<file path="config.mk">
export PLATFORM = sky130hd
export DESIGN_NAME = sized_literal_parser_flat
export DESIGN_NICKNAME = d
export VERILOG_FILES = /design/src/sv/slp_pkg.sv /design/src/sv/slp_if.sv /design/src/sv/sized_literal_parser.sv /design/src/sv/slp_step.sv /design/src/flat_wrapper.sv
export SDC_FILE = /design/constraint.sdc
export NUM_CORES = 1
export LEC_CHECK = 0
export ABC_AREA = 1
export ABC_CLOCK_PERIOD_IN_PS = 4500
export BUFFER_PORTS_ARGS = -buffer_cell sky130_fd_sc_hd__buf_2
export CAP_MARGIN = 5
export CORE_MARGIN = 2
export CORE_UTILIZATION = 57
export DETAILED_ROUTE_END_ITERATION = 10
export GPL_ROUTABILITY_DRIVEN = 0
export PLACE_DENSITY = 0.76
export SETUP_SLACK_MARGIN = 0.2
export SYNTH_ARGS = -nofsm -noshare
export SYNTH_HDL_FRONTEND = slang
export SYNTH_SLANG_ARGS = --single-unit
</file>
<file path="constraint.sdc">
create_clock -name clk -period 4.5 [get_ports clk]
set_clock_uncertainty 0.2 [all_clocks]
set_input_delay 0.45 -clock clk [delete_from_list [all_inputs] [get_ports clk]]
set_output_delay 0.45 -clock clk [all_outputs]
set_load 0.05 [all_outputs]
</file>
<file path="src/sv/slp_pkg.sv">
// Package for the sized literal parser: widths, character codes, state type, helpers.
package slp_pkg;

  localparam int unsigned VALUE_WIDTH = 32;
  localparam int unsigned SIZE_WIDTH  = 16;

  localparam logic [SIZE_WIDTH-1:0] SIZE_MAX = {SIZE_WIDTH{1'b1}};

  // ASCII codes used by the parser
  localparam logic [7:0] CH_APOS  = 8'h27;
  localparam logic [7:0] CH_ZERO  = 8'h30;
  localparam logic [7:0] CH_NINE  = 8'h39;
  localparam logic [7:0] CH_UPR_A = 8'h41;
  localparam logic [7:0] CH_UPR_F = 8'h46;
  localparam logic [7:0] CH_UPR_Z = 8'h5A;
  localparam logic [7:0] CH_UNDER = 8'h5F;
  localparam logic [7:0] CH_LWR_A = 8'h61;
  localparam logic [7:0] CH_LWR_F = 8'h66;
  localparam logic [7:0] CH_LWR_B = 8'h62;
  localparam logic [7:0] CH_LWR_O = 8'h6F;
  localparam logic [7:0] CH_LWR_D = 8'h64;
  localparam logic [7:0] CH_LWR_H = 8'h68;
  localparam logic [7:0] CASE_OFS = 8'h20;

  // Base select codes
  localparam logic [1:0] BASE_BIN = 2'd0;
  localparam logic [1:0] BASE_OCT = 2'd1;
  localparam logic [1:0] BASE_DEC = 2'd2;
  localparam logic [1:0] BASE_HEX = 2'd3;

  // Hex value of a non-hex character
  localparam logic [4:0] HEX_NONE = 5'd16;

  typedef enum logic [2:0] {
    PH_SIZE   = 3'b001,
    PH_LETTER = 3'b010,
    PH_DIGITS = 3'b100
  } phase_t;

  typedef struct packed {
    phase_t                 phase;
    logic [SIZE_WIDTH-1:0]  size_accum;
    logic [VALUE_WIDTH-1:0] value_accum;
    logic                   saw_size;
    logic                   saw_digit;
    logic                   e_size;
    logic                   e_letter;
    logic                   e_range;
    logic                   e_ovf;
  } state_t;

  localparam state_t STATE_INIT = '{
    phase:       PH_SIZE,
    size_accum:  '0,
    value_accum: '0,
    saw_size:    1'b0,
    saw_digit:   1'b0,
    e_size:      1'b0,
    e_letter:    1'b0,
    e_range:     1'b0,
    e_ovf:       1'b0
  };

  function automatic logic [4:0] hex_value(input logic [7:0] c);
    logic [4:0] v;
    v = HEX_NONE;
    if (c >= CH_ZERO && c <= CH_NINE) begin
      v = 5'(c - CH_ZERO);
    end else if (c >= CH_LWR_A && c <= CH_LWR_F) begin
      v = 5'(c - CH_LWR_A) + 5'd10;
    end else if (c >= CH_UPR_A && c <= CH_UPR_F) begin
      v = 5'(c - CH_UPR_A) + 5'd10;
    end
    return v;
  endfunction

  function automatic logic [7:0] base_letter(input logic [1:0] sel);
    logic [7:0] l;
    case (sel)
      BASE_BIN: l = CH_LWR_B;
      BASE_OCT: l = CH_LWR_O;
      BASE_DEC: l = CH_LWR_D;
      default:  l = CH_LWR_H;
    endcase
    return l;
  endfunction

  function automatic logic [4:0] base_radix(input logic [1:0] sel);
    logic [4:0] r;
    case (sel)
      BASE_BIN: r = 5'd2;
      BASE_OCT: r = 5'd8;
      BASE_DEC: r = 5'd10;
      default:  r = 5'd16;
    endcase
    return r;
  endfunction

endpackage

</file>
<file path="src/sv/slp_if.sv">
// Channel interfaces: character input and parsed result output.
interface slp_in_if;
  logic       valid;
  logic       ready;
  logic [7:0] char_code;
  logic [1:0] base_select;
  logic       last_char;

  modport source (output valid, char_code, base_select, last_char, input ready);
  modport sink   (input valid, char_code, base_select, last_char, output ready);
endinterface

interface slp_out_if;
  logic                           valid;
  logic                           ready;
  logic [slp_pkg::SIZE_WIDTH-1:0]  literal_size;
  logic [slp_pkg::VALUE_WIDTH-1:0] literal_value;
  logic                           err_no_apostrophe;
  logic                           err_size_field;
  logic                           err_base_letter;
  logic                           err_no_digits;
  logic                           err_digit_range;
  logic                           err_overflow;

  modport source (
    output valid, literal_size, literal_value, err_no_apostrophe, err_size_field,
           err_base_letter, err_no_digits, err_digit_range, err_overflow,
    input  ready
  );
  modport sink (
    input  valid, literal_size, literal_value, err_no_apostrophe, err_size_field,
           err_base_letter, err_no_digits, err_digit_range, err_overflow,
    output ready
  );
endinterface

</file>
<file path="src/sv/sized_literal_parser.sv">
// Sized number literal parser top level: state register, result register, handshakes.
// Output timing: the result of a literal is registered and appears on the output in
//   the cycle after its last character is accepted.
// Throughput: one character per cycle; the input stalls only while a finished
//   result is held and the output side is not taking it.
// Reset (rst, synchronous): parser returns to the size phase with all
//   accumulators and error flags cleared; the result register is emptied.
module sized_literal_parser (
  input  logic             clk,
  input  logic             rst,
  slp_in_if.sink           chars,
  slp_out_if.source        result
);

  // Parser state as it stands before the next character
  slp_pkg::state_t state;
  // State after applying the character currently offered
  slp_pkg::state_t state_next;

  // Result register; holds one finished literal until the sink takes it
  logic            out_valid;
  slp_pkg::state_t out_state;

  logic accept;

  slp_step u_step (
    .state       (state),
    .char_code   (chars.char_code),
    .base_select (chars.base_select),
    .state_next  (state_next)
  );

  // A new character may enter whenever the result register is empty or being
  // drained in this same cycle.
  assign chars.ready = !out_valid || result.ready;
  assign accept      = chars.valid && chars.ready;

  // Parser state: a last character closes the literal, so the state goes back
  // to its initial value ready for the next literal on the very next cycle.
  always_ff @(posedge clk) begin
    if (rst) begin
      state <= slp_pkg::STATE_INIT;
    end else if (accept) begin
      if (chars.last_char) begin
        state <= slp_pkg::STATE_INIT;
      end else begin
        state <= state_next;
      end
    end
  end

  // Result register control
  always_ff @(posedge clk) begin
    if (rst) begin
      out_valid <= 1'b0;
    end else if (accept && chars.last_char) begin
      out_valid <= 1'b1;
    end else if (result.ready) begin
      out_valid <= 1'b0;
    end
  end

  // Result payload: the final state of the literal, flags decoded on output
  always_ff @(posedge clk) begin
    if (accept && chars.last_char) begin
      out_state <= state_next;
    end
  end

  assign result.valid             = out_valid;
  assign result.literal_size      = out_state.size_accum;
  assign result.literal_value     = out_state.value_accum;
  assign result.err_no_apostrophe = (out_state.phase == slp_pkg::PH_SIZE);
  assign result.err_size_field    = out_state.e_size || !out_state.saw_size;
  assign result.err_base_letter   = out_state.e_letter;
  assign result.err_no_digits     = !out_state.saw_digit;
  assign result.err_digit_range   = out_state.e_range;
  assign result.err_overflow      = out_state.e_ovf;

`ifndef SYNTHESIS
  // After a literal closes, the parser starts over from a clean state
  a_restart_clean: assert property (@(posedge clk) disable iff (rst)
    (accept && chars.last_char) |=>
      (state.phase == slp_pkg::PH_SIZE && state.size_accum == '0 &&
       state.value_accum == '0 && !state.e_ovf))
    else $error("parser state not cleared after last character");

  // A literal without an apostrophe can never have digits
  a_noapos_nodigits: assert property (@(posedge clk) disable iff (rst)
    (out_valid && result.err_no_apostrophe) |-> result.err_no_digits)
    else $error("digits reported without an apostrophe");

  // Overflow needs at least one digit
  a_ovf_has_digits: assert property (@(posedge clk) disable iff (rst)
    (out_valid && result.err_overflow) |-> !result.err_no_digits)
    else $error("overflow flagged with no digits");

  // No digits means the value is still zero
  a_nodigits_zero: assert property (@(posedge clk) disable iff (rst)
    (out_valid && result.err_no_digits) |-> (result.literal_value == '0))
    else $error("nonzero value with no digits");
`endif

endmodule

</file>
<file path="src/sv/slp_step.sv">
// One-character update of the parser state (combinational).
module slp_step (
  input  slp_pkg::state_t state,
  input  logic [7:0]      char_code,
  input  logic [1:0]      base_select,
  output slp_pkg::state_t state_next
);

  localparam int unsigned SW = slp_pkg::SIZE_WIDTH;
  localparam int unsigned VW = slp_pkg::VALUE_WIDTH;

  logic [3:0]    size_digit;
  logic [SW+3:0] size_ext;
  logic [SW+3:0] size_prod;
  logic [7:0]    lower_char;
  logic [4:0]    hex_v;
  logic [3:0]    num_digit;
  logic [VW+3:0] value_ext;
  logic [VW+3:0] value_shift;
  logic [VW+3:0] value_prod;

  always_comb begin
    size_digit = 4'(char_code - slp_pkg::CH_ZERO);
    size_ext   = {4'b0, state.size_accum};
    size_prod  = (size_ext << 3) + (size_ext << 1) + (SW+4)'(size_digit);

    lower_char = (char_code >= slp_pkg::CH_UPR_A && char_code <= slp_pkg::CH_UPR_Z)
               ? char_code + slp_pkg::CASE_OFS : char_code;

    hex_v     = slp_pkg::hex_value(char_code);
    num_digit = (hex_v == slp_pkg::HEX_NONE) ? 4'd0 : hex_v[3:0];
    value_ext = {4'b0, state.value_accum};
    case (base_select)
      slp_pkg::BASE_BIN: value_shift = value_ext << 1;
      slp_pkg::BASE_OCT: value_shift = value_ext << 3;
      slp_pkg::BASE_DEC: value_shift = (value_ext << 3) + (value_ext << 1);
      default:           value_shift = value_ext << 4;
    endcase
    value_prod = value_shift + (VW+4)'(num_digit);
  end

  always_comb begin
    state_next = state;
    case (state.phase)
      slp_pkg::PH_SIZE: begin
        if (char_code == slp_pkg::CH_APOS) begin
          state_next.phase = slp_pkg::PH_LETTER;
        end else if (char_code inside {[slp_pkg::CH_ZERO:slp_pkg::CH_NINE]}) begin
          state_next.saw_size = 1'b1;
          if (size_prod[SW+3:SW] != 4'd0) begin
            state_next.size_accum = slp_pkg::SIZE_MAX;
            state_next.e_size     = 1'b1;
          end else begin
            state_next.size_accum = size_prod[SW-1:0];
          end
        end else begin
          state_next.e_size = 1'b1;
        end
      end
      slp_pkg::PH_LETTER: begin
        if (lower_char == slp_pkg::base_letter(base_select)) begin
          state_next.phase = slp_pkg::PH_DIGITS;
        end else begin
          state_next.e_letter = 1'b1;
        end
      end
      default: begin
        if (char_code != slp_pkg::CH_UNDER) begin
          state_next.saw_digit = 1'b1;
          if (hex_v >= slp_pkg::base_radix(base_select)) begin
            state_next.e_range = 1'b1;
          end
          if (value_prod[VW+3:VW] != 4'd0) begin
            state_next.e_ovf = 1'b1;
          end
          state_next.value_accum = value_prod[VW-1:0];
        end
      end
    endcase
  end

endmodule

</file>
<file path="src/flat_wrapper.sv">
// flat-port wrapper written by rule: the top's interface ports become plain ports
module sized_literal_parser_flat 
  (clk, rst, chars_valid, chars_char_code, chars_base_select, chars_last_char, chars_ready, result_valid, result_literal_size, result_literal_value, result_err_no_apostrophe, result_err_size_field, result_err_base_letter, result_err_no_digits, result_err_digit_range, result_err_overflow, result_ready);
  slp_in_if chars_i ();
  slp_out_if result_i ();
  input  logic clk;
  input  logic rst;
  input wire logic [$bits(chars_i.valid)-1:0] chars_valid;
  input wire logic [$bits(chars_i.char_code)-1:0] chars_char_code;
  input wire logic [$bits(chars_i.base_select)-1:0] chars_base_select;
  input wire logic [$bits(chars_i.last_char)-1:0] chars_last_char;
  output wire logic [$bits(chars_i.ready)-1:0] chars_ready;
  output wire logic [$bits(result_i.valid)-1:0] result_valid;
  output wire logic [$bits(result_i.literal_size)-1:0] result_literal_size;
  output wire logic [$bits(result_i.literal_value)-1:0] result_literal_value;
  output wire logic [$bits(result_i.err_no_apostrophe)-1:0] result_err_no_apostrophe;
  output wire logic [$bits(result_i.err_size_field)-1:0] result_err_size_field;
  output wire logic [$bits(result_i.err_base_letter)-1:0] result_err_base_letter;
  output wire logic [$bits(result_i.err_no_digits)-1:0] result_err_no_digits;
  output wire logic [$bits(result_i.err_digit_range)-1:0] result_err_digit_range;
  output wire logic [$bits(result_i.err_overflow)-1:0] result_err_overflow;
  input wire logic [$bits(result_i.ready)-1:0] result_ready;
  assign chars_i.valid = chars_valid;
  assign chars_i.char_code = chars_char_code;
  assign chars_i.base_select = chars_base_select;
  assign chars_i.last_char = chars_last_char;
  assign chars_ready = chars_i.ready;
  assign result_valid = result_i.valid;
  assign result_literal_size = result_i.literal_size;
  assign result_literal_value = result_i.literal_value;
  assign result_err_no_apostrophe = result_i.err_no_apostrophe;
  assign result_err_size_field = result_i.err_size_field;
  assign result_err_base_letter = result_i.err_base_letter;
  assign result_err_no_digits = result_i.err_no_digits;
  assign result_err_digit_range = result_i.err_digit_range;
  assign result_err_overflow = result_i.err_overflow;
  assign result_i.ready = result_ready;
  sized_literal_parser u_core (.clk(clk), .rst(rst), .chars(chars_i), .result(result_i));
endmodule
</file>
# Word level (Yosys, flattened, before mapping)
# Cells that the tools add are included.
# classes
magnitude_cmp	8
n_mux	38
shifts	0
multipliers	0
eq_ne	9
bitwise_logic	0
add_sub_neg	10
n_div	0
n_reduce_logical	16
# op_table
op	n
one-hot mux 36 bit (3 select lines)	1
2-to-1 mux 16 bit	4
2-to-1 mux 32 bit	2
2-to-1 mux 57 bit	1
adder 35 x 33 -> 36 bit	1
adder 36 x 4 -> 36 bit	1
2-to-1 mux 5 bit	5
less-or-equal comparator 8 x 7 -> 1 bit, second input constant	3
adder 19 x 17 -> 20 bit	1
adder 20 x 4 -> 20 bit	1
>= comparator 8 x 7 -> 1 bit, second input constant	2
2-to-1 mux 8 bit	2
2-to-1 mux 1 bit	15
one-hot mux 5 bit (3 select lines)	1
one-hot mux 4 bit (3 select lines)	1
adder 5 x 4 -> 5 bit, second input constant	2
subtractor 5 x 1 -> 5 bit, second input constant	2
adder 8 x 6 -> 8 bit, second input constant	1
== test 8 x 6 -> 1 bit, second input constant	1
== test 8 bit	1
>= comparator 8 x 6 -> 1 bit, second input constant	1
less-or-equal comparator 8 x 6 -> 1 bit, second input constant	1
!= test 8 x 7 -> 1 bit, second input constant	1
nonzero test 4 bit	2
other kinds (17)	28
# word_totals
latchBits	0
mem_bits_ro	0
reg_bits	115
ram_bits	0
memories	0
out_inout_bits	56

# Longest topological paths before layout
# Gate-level depths: netlist of run 1.
# logic_depth
word_depth	13
ltp_mapped	29
ltp_nobuf	28

# Cells and area by module
# A second synthesis of run 1 with hierarchy kept.
# hier_totals
hier_cells	1750
hier_area_um2	11163.2
# modules_own_cells
module	area_per_inst_um2	instances	cells_each
slp_step	6515.0	1	1249
sized_literal_parser	4648.2	1	501

# Worst setup path before layout of run 1
# No wires, ideal clock.
# synth_path
kind	input -> register
from	input chars_char_code[2]
to	register u_core.out_state (netlist bit u_core.result.err_overflow), data pin
setup_time_ps	254
setup_slack_ps	512
n_path_buf	1
t_required_ps	4046
cell_stages	27
t_arrival_ps	3534
path_cell_list	clkbuf_1 > nor2_1 > inv_1 > o41ai_1 > nand3_1 > o21ai_0 > inv_1 > ha_1 > nand2_1 > nand2_1 > nand3_2 > nor2_4 > nand3_4 > nor2_4 > nand2_2 > nor2_4 > nand3_4 > nor2_4 > nand2_4 > nor2_2 > nand2_1 > nand2_1 > nand2_1 > nor2_1 > nand2_1 > nand2_1 > nand2_1
# synth_rtl
item	line_no	text
start, declared	flat_wrapper.sv:9	input wire logic [$bits(chars_i.char_code)-1:0] chars_char_code;
end signal, assigned	sized_literal_parser.sv:66	out_state <= state_next;
end, declared	sized_literal_parser.sv:22	slp_pkg::state_t out_state;

==> results of run 1 <==
==> state kept, by name, indices dropped and copies added (netlist names) <==
name                           flops
u_core.result.err_overflow         1
u_core.state                      57
u_core.result.literal_size        16
u_core.result.literal_value       32
u_core.out_state                   6
u_core.result.valid                1
u_core.result.err_base_letter      1
u_core.result.err_digit_range      1
==> worst min path at each step <==
| stage | from | endpoint | cells after the start |
|---|---|---|---|
| 6_report | result_ready | u_core.result.valid$_SDFFE_PP0P_ | 4 |
| 3_3_place_gp | u_core.state[5]$_SDFFE_PP0P_ | u_core.state[5]$_SDFFE_PP0P_ | 2 |
| 2_1_floorplan | u_core.state[5]$_SDFFE_PP0P_ | u_core.state[5]$_SDFFE_PP0P_ | 2 |
| 4_1_cts | result_ready | u_core.result.valid$_SDFFE_PP0P_ | 4 |
| 5_1_grt | result_ready | u_core.result.valid$_SDFFE_PP0P_ | 4 |
| 3_5_place_dp | u_core.state[5]$_SDFFE_PP0P_ | u_core.state[5]$_SDFFE_PP0P_ | 2 |
==> power breakdown <==
part           internal [mW]  leakage [nW]  total (mW)  switching, mW
sequential              1.14          1.01        1.16         0.0223
combinational          0.122          4.50       0.455          0.333
clock                  0.852         0.282        1.34          0.487
total                   2.11          5.80        2.96          0.842
==> cell usage in the layout, fill, tap and decap left out, types with 3 or more instances in the layout <==
| master | count |
|---|---|
| buf_4 | 19 |
| nor3_1 | 5 |
| nor2_1 | 136 |
| nand4_1 | 30 |
| clkinvlp_4 | 3 |
| nor2_2 | 13 |
| fa_1 | 4 |
| o21ai_0 | 31 |
| o211ai_1 | 4 |
| clkbuf_16 | 17 |
| buf_2 | 70 |
| inv_2 | 16 |
| edfxtp_1 | 57 |
| clkbuf_8 | 3 |
| a31oi_1 | 5 |
| nand2_1 | 509 |
| nand2_2 | 21 |
| a21oi_1 | 113 |
| o21ai_1 | 5 |
| clkinv_2 | 5 |
| dfxtp_1 | 58 |
| inv_1 | 210 |
| a221oi_1 | 27 |
| clkinv_1 | 3 |
| nand3_1 | 101 |
| a21oi_2 | 8 |
| nor2_4 | 14 |
| nand3_2 | 12 |
| or2_2 | 24 |
| xnor2_1 | 18 |
| o21ai_2 | 3 |
| ha_1 | 75 |
| nand3b_1 | 10 |
| xor2_1 | 19 |
==> timing repair <==
action | in CTS | in global routing
buffers inserted | 0 | 2
endpoints found under the setup margin | 0 | 17
resized for setup | 0 | 10
==> layer usage <==
metal  GRT usage, %  vias up  part of all wire, %
met4          13.60        0                  4.1
met3          4.105       93                  6.7
met5              0        -                    0
li1               -     5364                    -
met1          36.58     4845                   42
met2          49.50      423                   47
==> logic make-up (layout without fill, tap and decap cells) <==
kind of cell             after synthesis  in the layout  share of synthesized area (%)
AND/OR/NAND/NOR                      888            888                          36.33
buffers and inverters                325            351                          13.16
AO/OA/AOI/OAI                        213            213                          11.64
flip-flops                           115            115                          26.33
adder cells (fa/ha/maj)               81             81                          9.565
XOR/XNOR                              37             37                          2.971
==> layout make-up <==
class | count | area (sq um) | share of cell area [%]
sequential | 115 | 2873 | 24.40
timing repair buffer | 89 | 493.0 | 4.188
clock inverter | 10 | 107.6 | 0.9141
tap | 234 | 292.8 | 2.487
inverter | 230 | 865.8 | 7.355
multi-input combinational | 1219 | 6665 | 56.62
clock buffer | 22 | 474.2 | 4.028
==> through the flow <==
step	setup TNS (ns)	hold slack [ns]	util [%]	instances
after floorplan	0	0.2268	-	1659
after CTS	0	0.1686	62.35	1917
after global placement	0	0.2343	59.25	1885
final	0	0.1704	62.72	1919
after global routing	0	0.1845	62.72	1919
after detailed placement	-0.04545	0.2502	59.25	1885
==> worst register-to-register path: cells and delay by family (launching register included) <==
family                   cells  cell delay [ns]
AND/OR/NAND/NOR             19             2.12
adder cells (fa/ha/maj)      2             0.78
flip-flops                   1             0.52
buffers and inverters        2             0.23
==> results.md, run 1 <==
* Status: finished, final reports clean
* DP Worst Slack at -0.04545 ns
* Post-synth EDFFs at 57
* Asr flop ratio synth at 0%
* CTS buffer count at 17
* Post-Synthesis Cells at roughly 1700
* Largest net degree at the start of global routing at 52
* Initial Util at around three fifths
* Top cells by area, synth: nand2_1 (18%), edfxtp_1 (16%), dfxtp_1 (11%)
* Clk root buf: clkbuf_16
* CP most frequent cell: nand2_1
* WP depth at 23
* Top cell type's share of synthesized area at 17.55%
* Fin worst setup slack at 0.4252 ns
* CTS Buffer Depth at 2
* Buffers on Ports at 70
* RR Startpoint: u_core.state[8]$_SDFFE_PP0P_
* Synth unique cells at 54
* Crit path arrival time at 4.04 ns
* Via Count at 10730
* First-pass GRT wire length at 47.11 mm
* Number of H-tree levels at 4
* Worst-path clk slew at 0.06 ns
* N_diodes at 0
* Final Cycle Share at 90.55%
* Post-route ant nets at 0
* Fin nets at 1768
* FF-to-FF setup slack at between 0.4 and 0.5 ns
* Sequential fraction of the synthesis area at 26.33%
* WS Path Type: register to register
* Total wire length at 29.38 mm
* Final setup vio count at 0
* TritonCTS sink count at 115
* Die area at 0.02026 sq mm
* GRT Overall Usage at 29.10%
* # hold bufs at CTS at 0
* Design area at 0.01177 sq mm
* Final hold viol count at 0
* CP required at 4.47 ns
* FMAX at 0.2454 GHz
* CP top delay family: simple AND/OR/NAND/NOR gates
* Relative slew margins at 35.65%
* Fin. max-slew vios at 0
* Synth warnings at 0
* Most numerous cell in the Yosys netlist: nand2_1
* Share of cells above drive strength 1 at 14.42%
* CP endpoint kind: register
* CTS tree: yes
* Synth area leader: nand2_1
* Worst-margin pin slew at 0.9638 ns
* Worst r2r dst: u_core.result.err_overflow$_DFFE_PP_
* RSZ-0062 raised after global routing: false
* R2R cell count at 23
* Max stage delay on crit path at about 0.52 ns
* Ys flop type: dfxtp_1
* Initial antenna violation count at 0
* Cell area after synthesis at 0.01091 sq mm
* 1st-pass router iterations at 5
* Syn nets at between 1500 and 2000
* Worst setup path end: u_core.result.err_overflow$_DFFE_PP_
* Fillers at 1720
* Vias per cell at around 5.6
* Critical path cell sequence: ha_2 > inv_1 > fa_1 > inv_1 > nand2_1 > nand2_1 > nand3_1 > nand2_1 > nand3_1 > nand4_1 > nand3_1 > nand2_1 > nand2_1 > nor2_1 > nand2_1 > nor2_1 > nand2_1 > nand2_1 > nand3_1 > nor2_1 > nand2_1 > nand2_1 > nand2_1
* Cell row count at 50
* Die height at about 140 microns
* Buf/Inv on CP at 2
* MaxCap Viol Count at 0
* Max VDD drop at 0.2593 mV
* Type of origin of the critical path: register
* Setup crit start: u_core.state[8]$_SDFFE_PP0P_
* Tot Pwr at 2.955 mW
* Routed length per instance at 15.31 microns
* Vias in the first global route at approximately 10000
* Die Wd at 142.3 microns
* Area growth syn-to-layout at 7.902%
* Slowest cell on the critical path: dfxtp_1
* Crit-path max FO at 7
* Placed standard-cell area at 0.01112 sq mm
* Io pins at a little over 70
* Power Density at 251.1 mW/mm^2
* Drt initial violations at 752
* Seq cells post-synth at 115
* Min-delay worst type: input pin to register
* Leakage Power at 5.796 nW
* Worst skew pair latency at about 0.42 ns
* Post-detail-place hpwl at 21.49 mm
* Final min period at between 4 and 5 ns
* Remaining Overflow, GRT at 0
* Commonest cells post-synth: nand2_1 (510), inv_1 (211), nor2_1 (137)
* Syn avg cell area at about 6.6 sq um
* DRC Markers at 0
* Core box area at 0.01877 sq mm
(Power assumes the default switching activity.)
==> run 2, diff against run 1 <==
--- a/config.mk
+++ b/config.mk
@@ -17,4 +17,5 @@
 export SETUP_SLACK_MARGIN = 0.2
 export SYNTH_ARGS = -nofsm -noshare
 export SYNTH_HDL_FRONTEND = slang
+export SYNTH_HIERARCHICAL = 1
 export SYNTH_SLANG_ARGS = --single-unit
==> run 2 against run 1 <==
Net effect:
- final area rose by 2.6%
- via count increased by 5.1%
- sequential power grew 9%
- synthesized cell count grew 5.5%
- flip-flop and latch count unchanged
- fmax fell by 2.4%
==> results.md, run 2 <==
* Initial antenna violation count at 0
* Number of H-tree levels at 4
* Cell area after synthesis at between 0.01 and 0.015 sq mm
* Status: finished, final reports clean
* Type of origin of the critical path: register
* Post-route ant nets at 0
* Synth area leader: nand2_1
* Hold WS at between 0.2 and 0.3 ns
* FMAX at 0.2396 GHz
* Total wire length at 30.76 mm
* Fin. max-slew vios at 0
* Finished Layout Cells at 2042
* Worst-margin pin slew at 1.157 ns
* RSZ-0062 raised after global routing: true
* 1st-pass router iterations at 8
* Synth warnings at 6
* Top cells by area, synth: nand2_1 (17%), edfxtp_1 (15%), dfxtp_1 (10%)
* Max VDD drop at 0.2604 mV
* CTS Buffer Depth at 2
* CTS tree: yes
* Final Cycle Share at 92.75%
* Most common cell after layout, fill and taps aside: nand2_1
* Initial Util at between 50% and 60%
* Core box area at 0.01933 sq mm
* Crit-path max FO at 6
* Cell row count at 51
* Hold depth at 4
* Vias in the first global route at around 11000
* Final hold viol count at 0
* Power Density at 295.1 mW/mm^2
* Die height at 143.9 microns
* Most numerous cell in the Yosys netlist: nand2_1
* Die Wd at 143.9 microns
* Via Count at 11270
* Final core occ at between 60% and 70%
* First-pass GRT wire length at around 50 mm
* Vias per cell at 5.520
* Clk root buf: clkbuf_16
* Crit path arrival time at 4.33 ns
* Buffers on Ports at 70
* Leading cell types in the layout, fill and taps excluded: nand2_1 (513), nor2_1 (241), inv_1 (223)
* Io pins at 71
* Post-Synthesis Cells at approximately 1800
* Ys flop type: dfxtp_1
* Asr flop ratio synth at 0%
* Die area at 0.02072 sq mm
* Sequential fraction of the synthesis area at between 20% and 30%
* Synth unique cells at 51
* Seq cells post-synth at 115
* CP required at 4.66 ns
* WS Path Type: register to register
* Drt initial violations at 772
* Worst-path clk slew at approximately 0.060 ns
* Final min period at between 4 and 5 ns
* Placed Cells at between 2000 and 2500
* Commonest cells post-synth: nand2_1 (515), nor2_1 (245), inv_1 (225)
* Share of cells above drive strength 1 at between 10% and 20%
* Post-synth EDFFs at 57
* N_diodes at 0
* Most flops, register: u_core/state
* Min-delay worst type: input pin to register
* Fin nets at 1860
* Syn nets at 1846
* TritonCTS sink count at between 100 and 150
* Remaining Overflow, GRT at 0
* R2R cell count at 21
* Routed length per instance at 15.06 microns
* Leakage Power at 6.218 nW
* GRT Overall Usage at 30.20%
* DRC Markers at 0
* Post-detail-place hpwl at 21.91 mm
* Syn avg cell area at 6.379 sq um
* Top cell type's share of synthesized area at 17.32%
* Area growth syn-to-layout at 8.238%
* # hold bufs at CTS at 0
* CP endpoint kind: register
* MaxCap Viol Count at 0
* Tot Pwr at around 3.6 mW
* Largest net degree at the start of global routing at 59
* Relative slew margins at 22.76%
* Final setup vio count at 0
* Worst skew pair latency at 0.42 ns
* CTS buffer count at 17
* Largest register FFs at 57
==> run 2: cells by family (layout without fill, tap and decap cells) <==
logic type / Yosys count / in the layout / share of synthesized area (%)
XOR/XNOR: 37 / 37 / 2.903
adder cells (fa/ha/maj): 81 / 81 / 9.348
buffers and inverters: 342 / 369 / 13.93
multiplexers: 9 / 9 / 0.8070
AO/OA/AOI/OAI: 167 / 167 / 9.381
AND/OR/NAND/NOR: 999 / 999 / 37.90
flip-flops: 115 / 115 / 25.73
==> run 2: worst paths after layout <==
| kind | start | end | slack, ns |
|---|---|---|---|
| setup reg to reg | u_core/state[8]$_SDFFE_PP0P_ | u_core/state[36]$_SDFFE_PP0P_ | 0.33 |
| hold reg to reg | u_core/state[5]$_SDFFE_PP0P_ | u_core/state[5]$_SDFFE_PP0P_ | 0.28 |
| setup / recovery | u_core/state[8]$_SDFFE_PP0P_ | u_core/state[36]$_SDFFE_PP0P_ | 0.33 |
| hold / removal | chars_last_char | u_core/state[45]$_SDFFE_PP0P_ | 0.26 |
==> run 2: report_power, final <==
part	switching, mW	internal, mW	leakage (nW)
combinational	0.690	0.323	4.94
clock	0.514	0.772	0.258
sequential	0.0789	1.19	1.02
total	1.28	2.28	6.22
==> run 2: timing repair <==
item | CTS | global route
gates resized for setup | 0 | 28
setup buffers | 0 | 9
endpoints found under the setup margin | 0 | 28
==> run 2: through the flow <==
step / cell area [sq um] / setup TNS, ns / setup WS [ns]
after floorplan: 11160 / 0 / 0.4441
after global placement: 11360 / 0 / 0.06430
after detailed placement: 11360 / -0.2571 / -0.1555
after CTS: 11910 / 0 / 0.2330
after global routing: 12080 / 0 / 0.1543
final: 12080 / 0 / 0.3263
==> run 2: area by class of cell <==
cell class / count / area [sq um]
inverter: 237 / 894.6
clock buffer: 20 / 446.7
tap: 265 / 331.6
clock inverter: 12 / 108.9
multi-input combinational: 1293 / 6838
timing repair buffer: 100 / 590.6
sequential: 115 / 2873
fill: 1770 / 7252
==> run 2: routing by layer <==
metal / up-vias / global-route usage (%) / wire, microns
li1: 5598 / - / -
met1: 5111 / 37.27 / 12790
met2: 475 / 51.63 / 14420
met3: 87 / 4.798 / 2405
met4: 0 / 14.14 / 1140
met5: - / 0 / 0
==> run 2: worst max-delay path, cell delays in order (launching register included) <==
cell and delay, ns:
dfxtp_1 0.48, ha_1 0.36, fa_2 0.33, nand2_1 0.10
nand2_1 0.12, nand3_1 0.11, nand2_1 0.16, nand2_1 0.11
nand4_1 0.11, nand3_1 0.14, nand2_1 0.10, o21ai_0 0.23
nor2_1 0.26, nand2_1 0.14, nor3_1 0.26, nand2_1 0.11
xnor2_1 0.15, o21ai_1 0.23, nand2_1 0.10, nand3_1 0.13
nand2_1 0.06, nor2_1 0.11
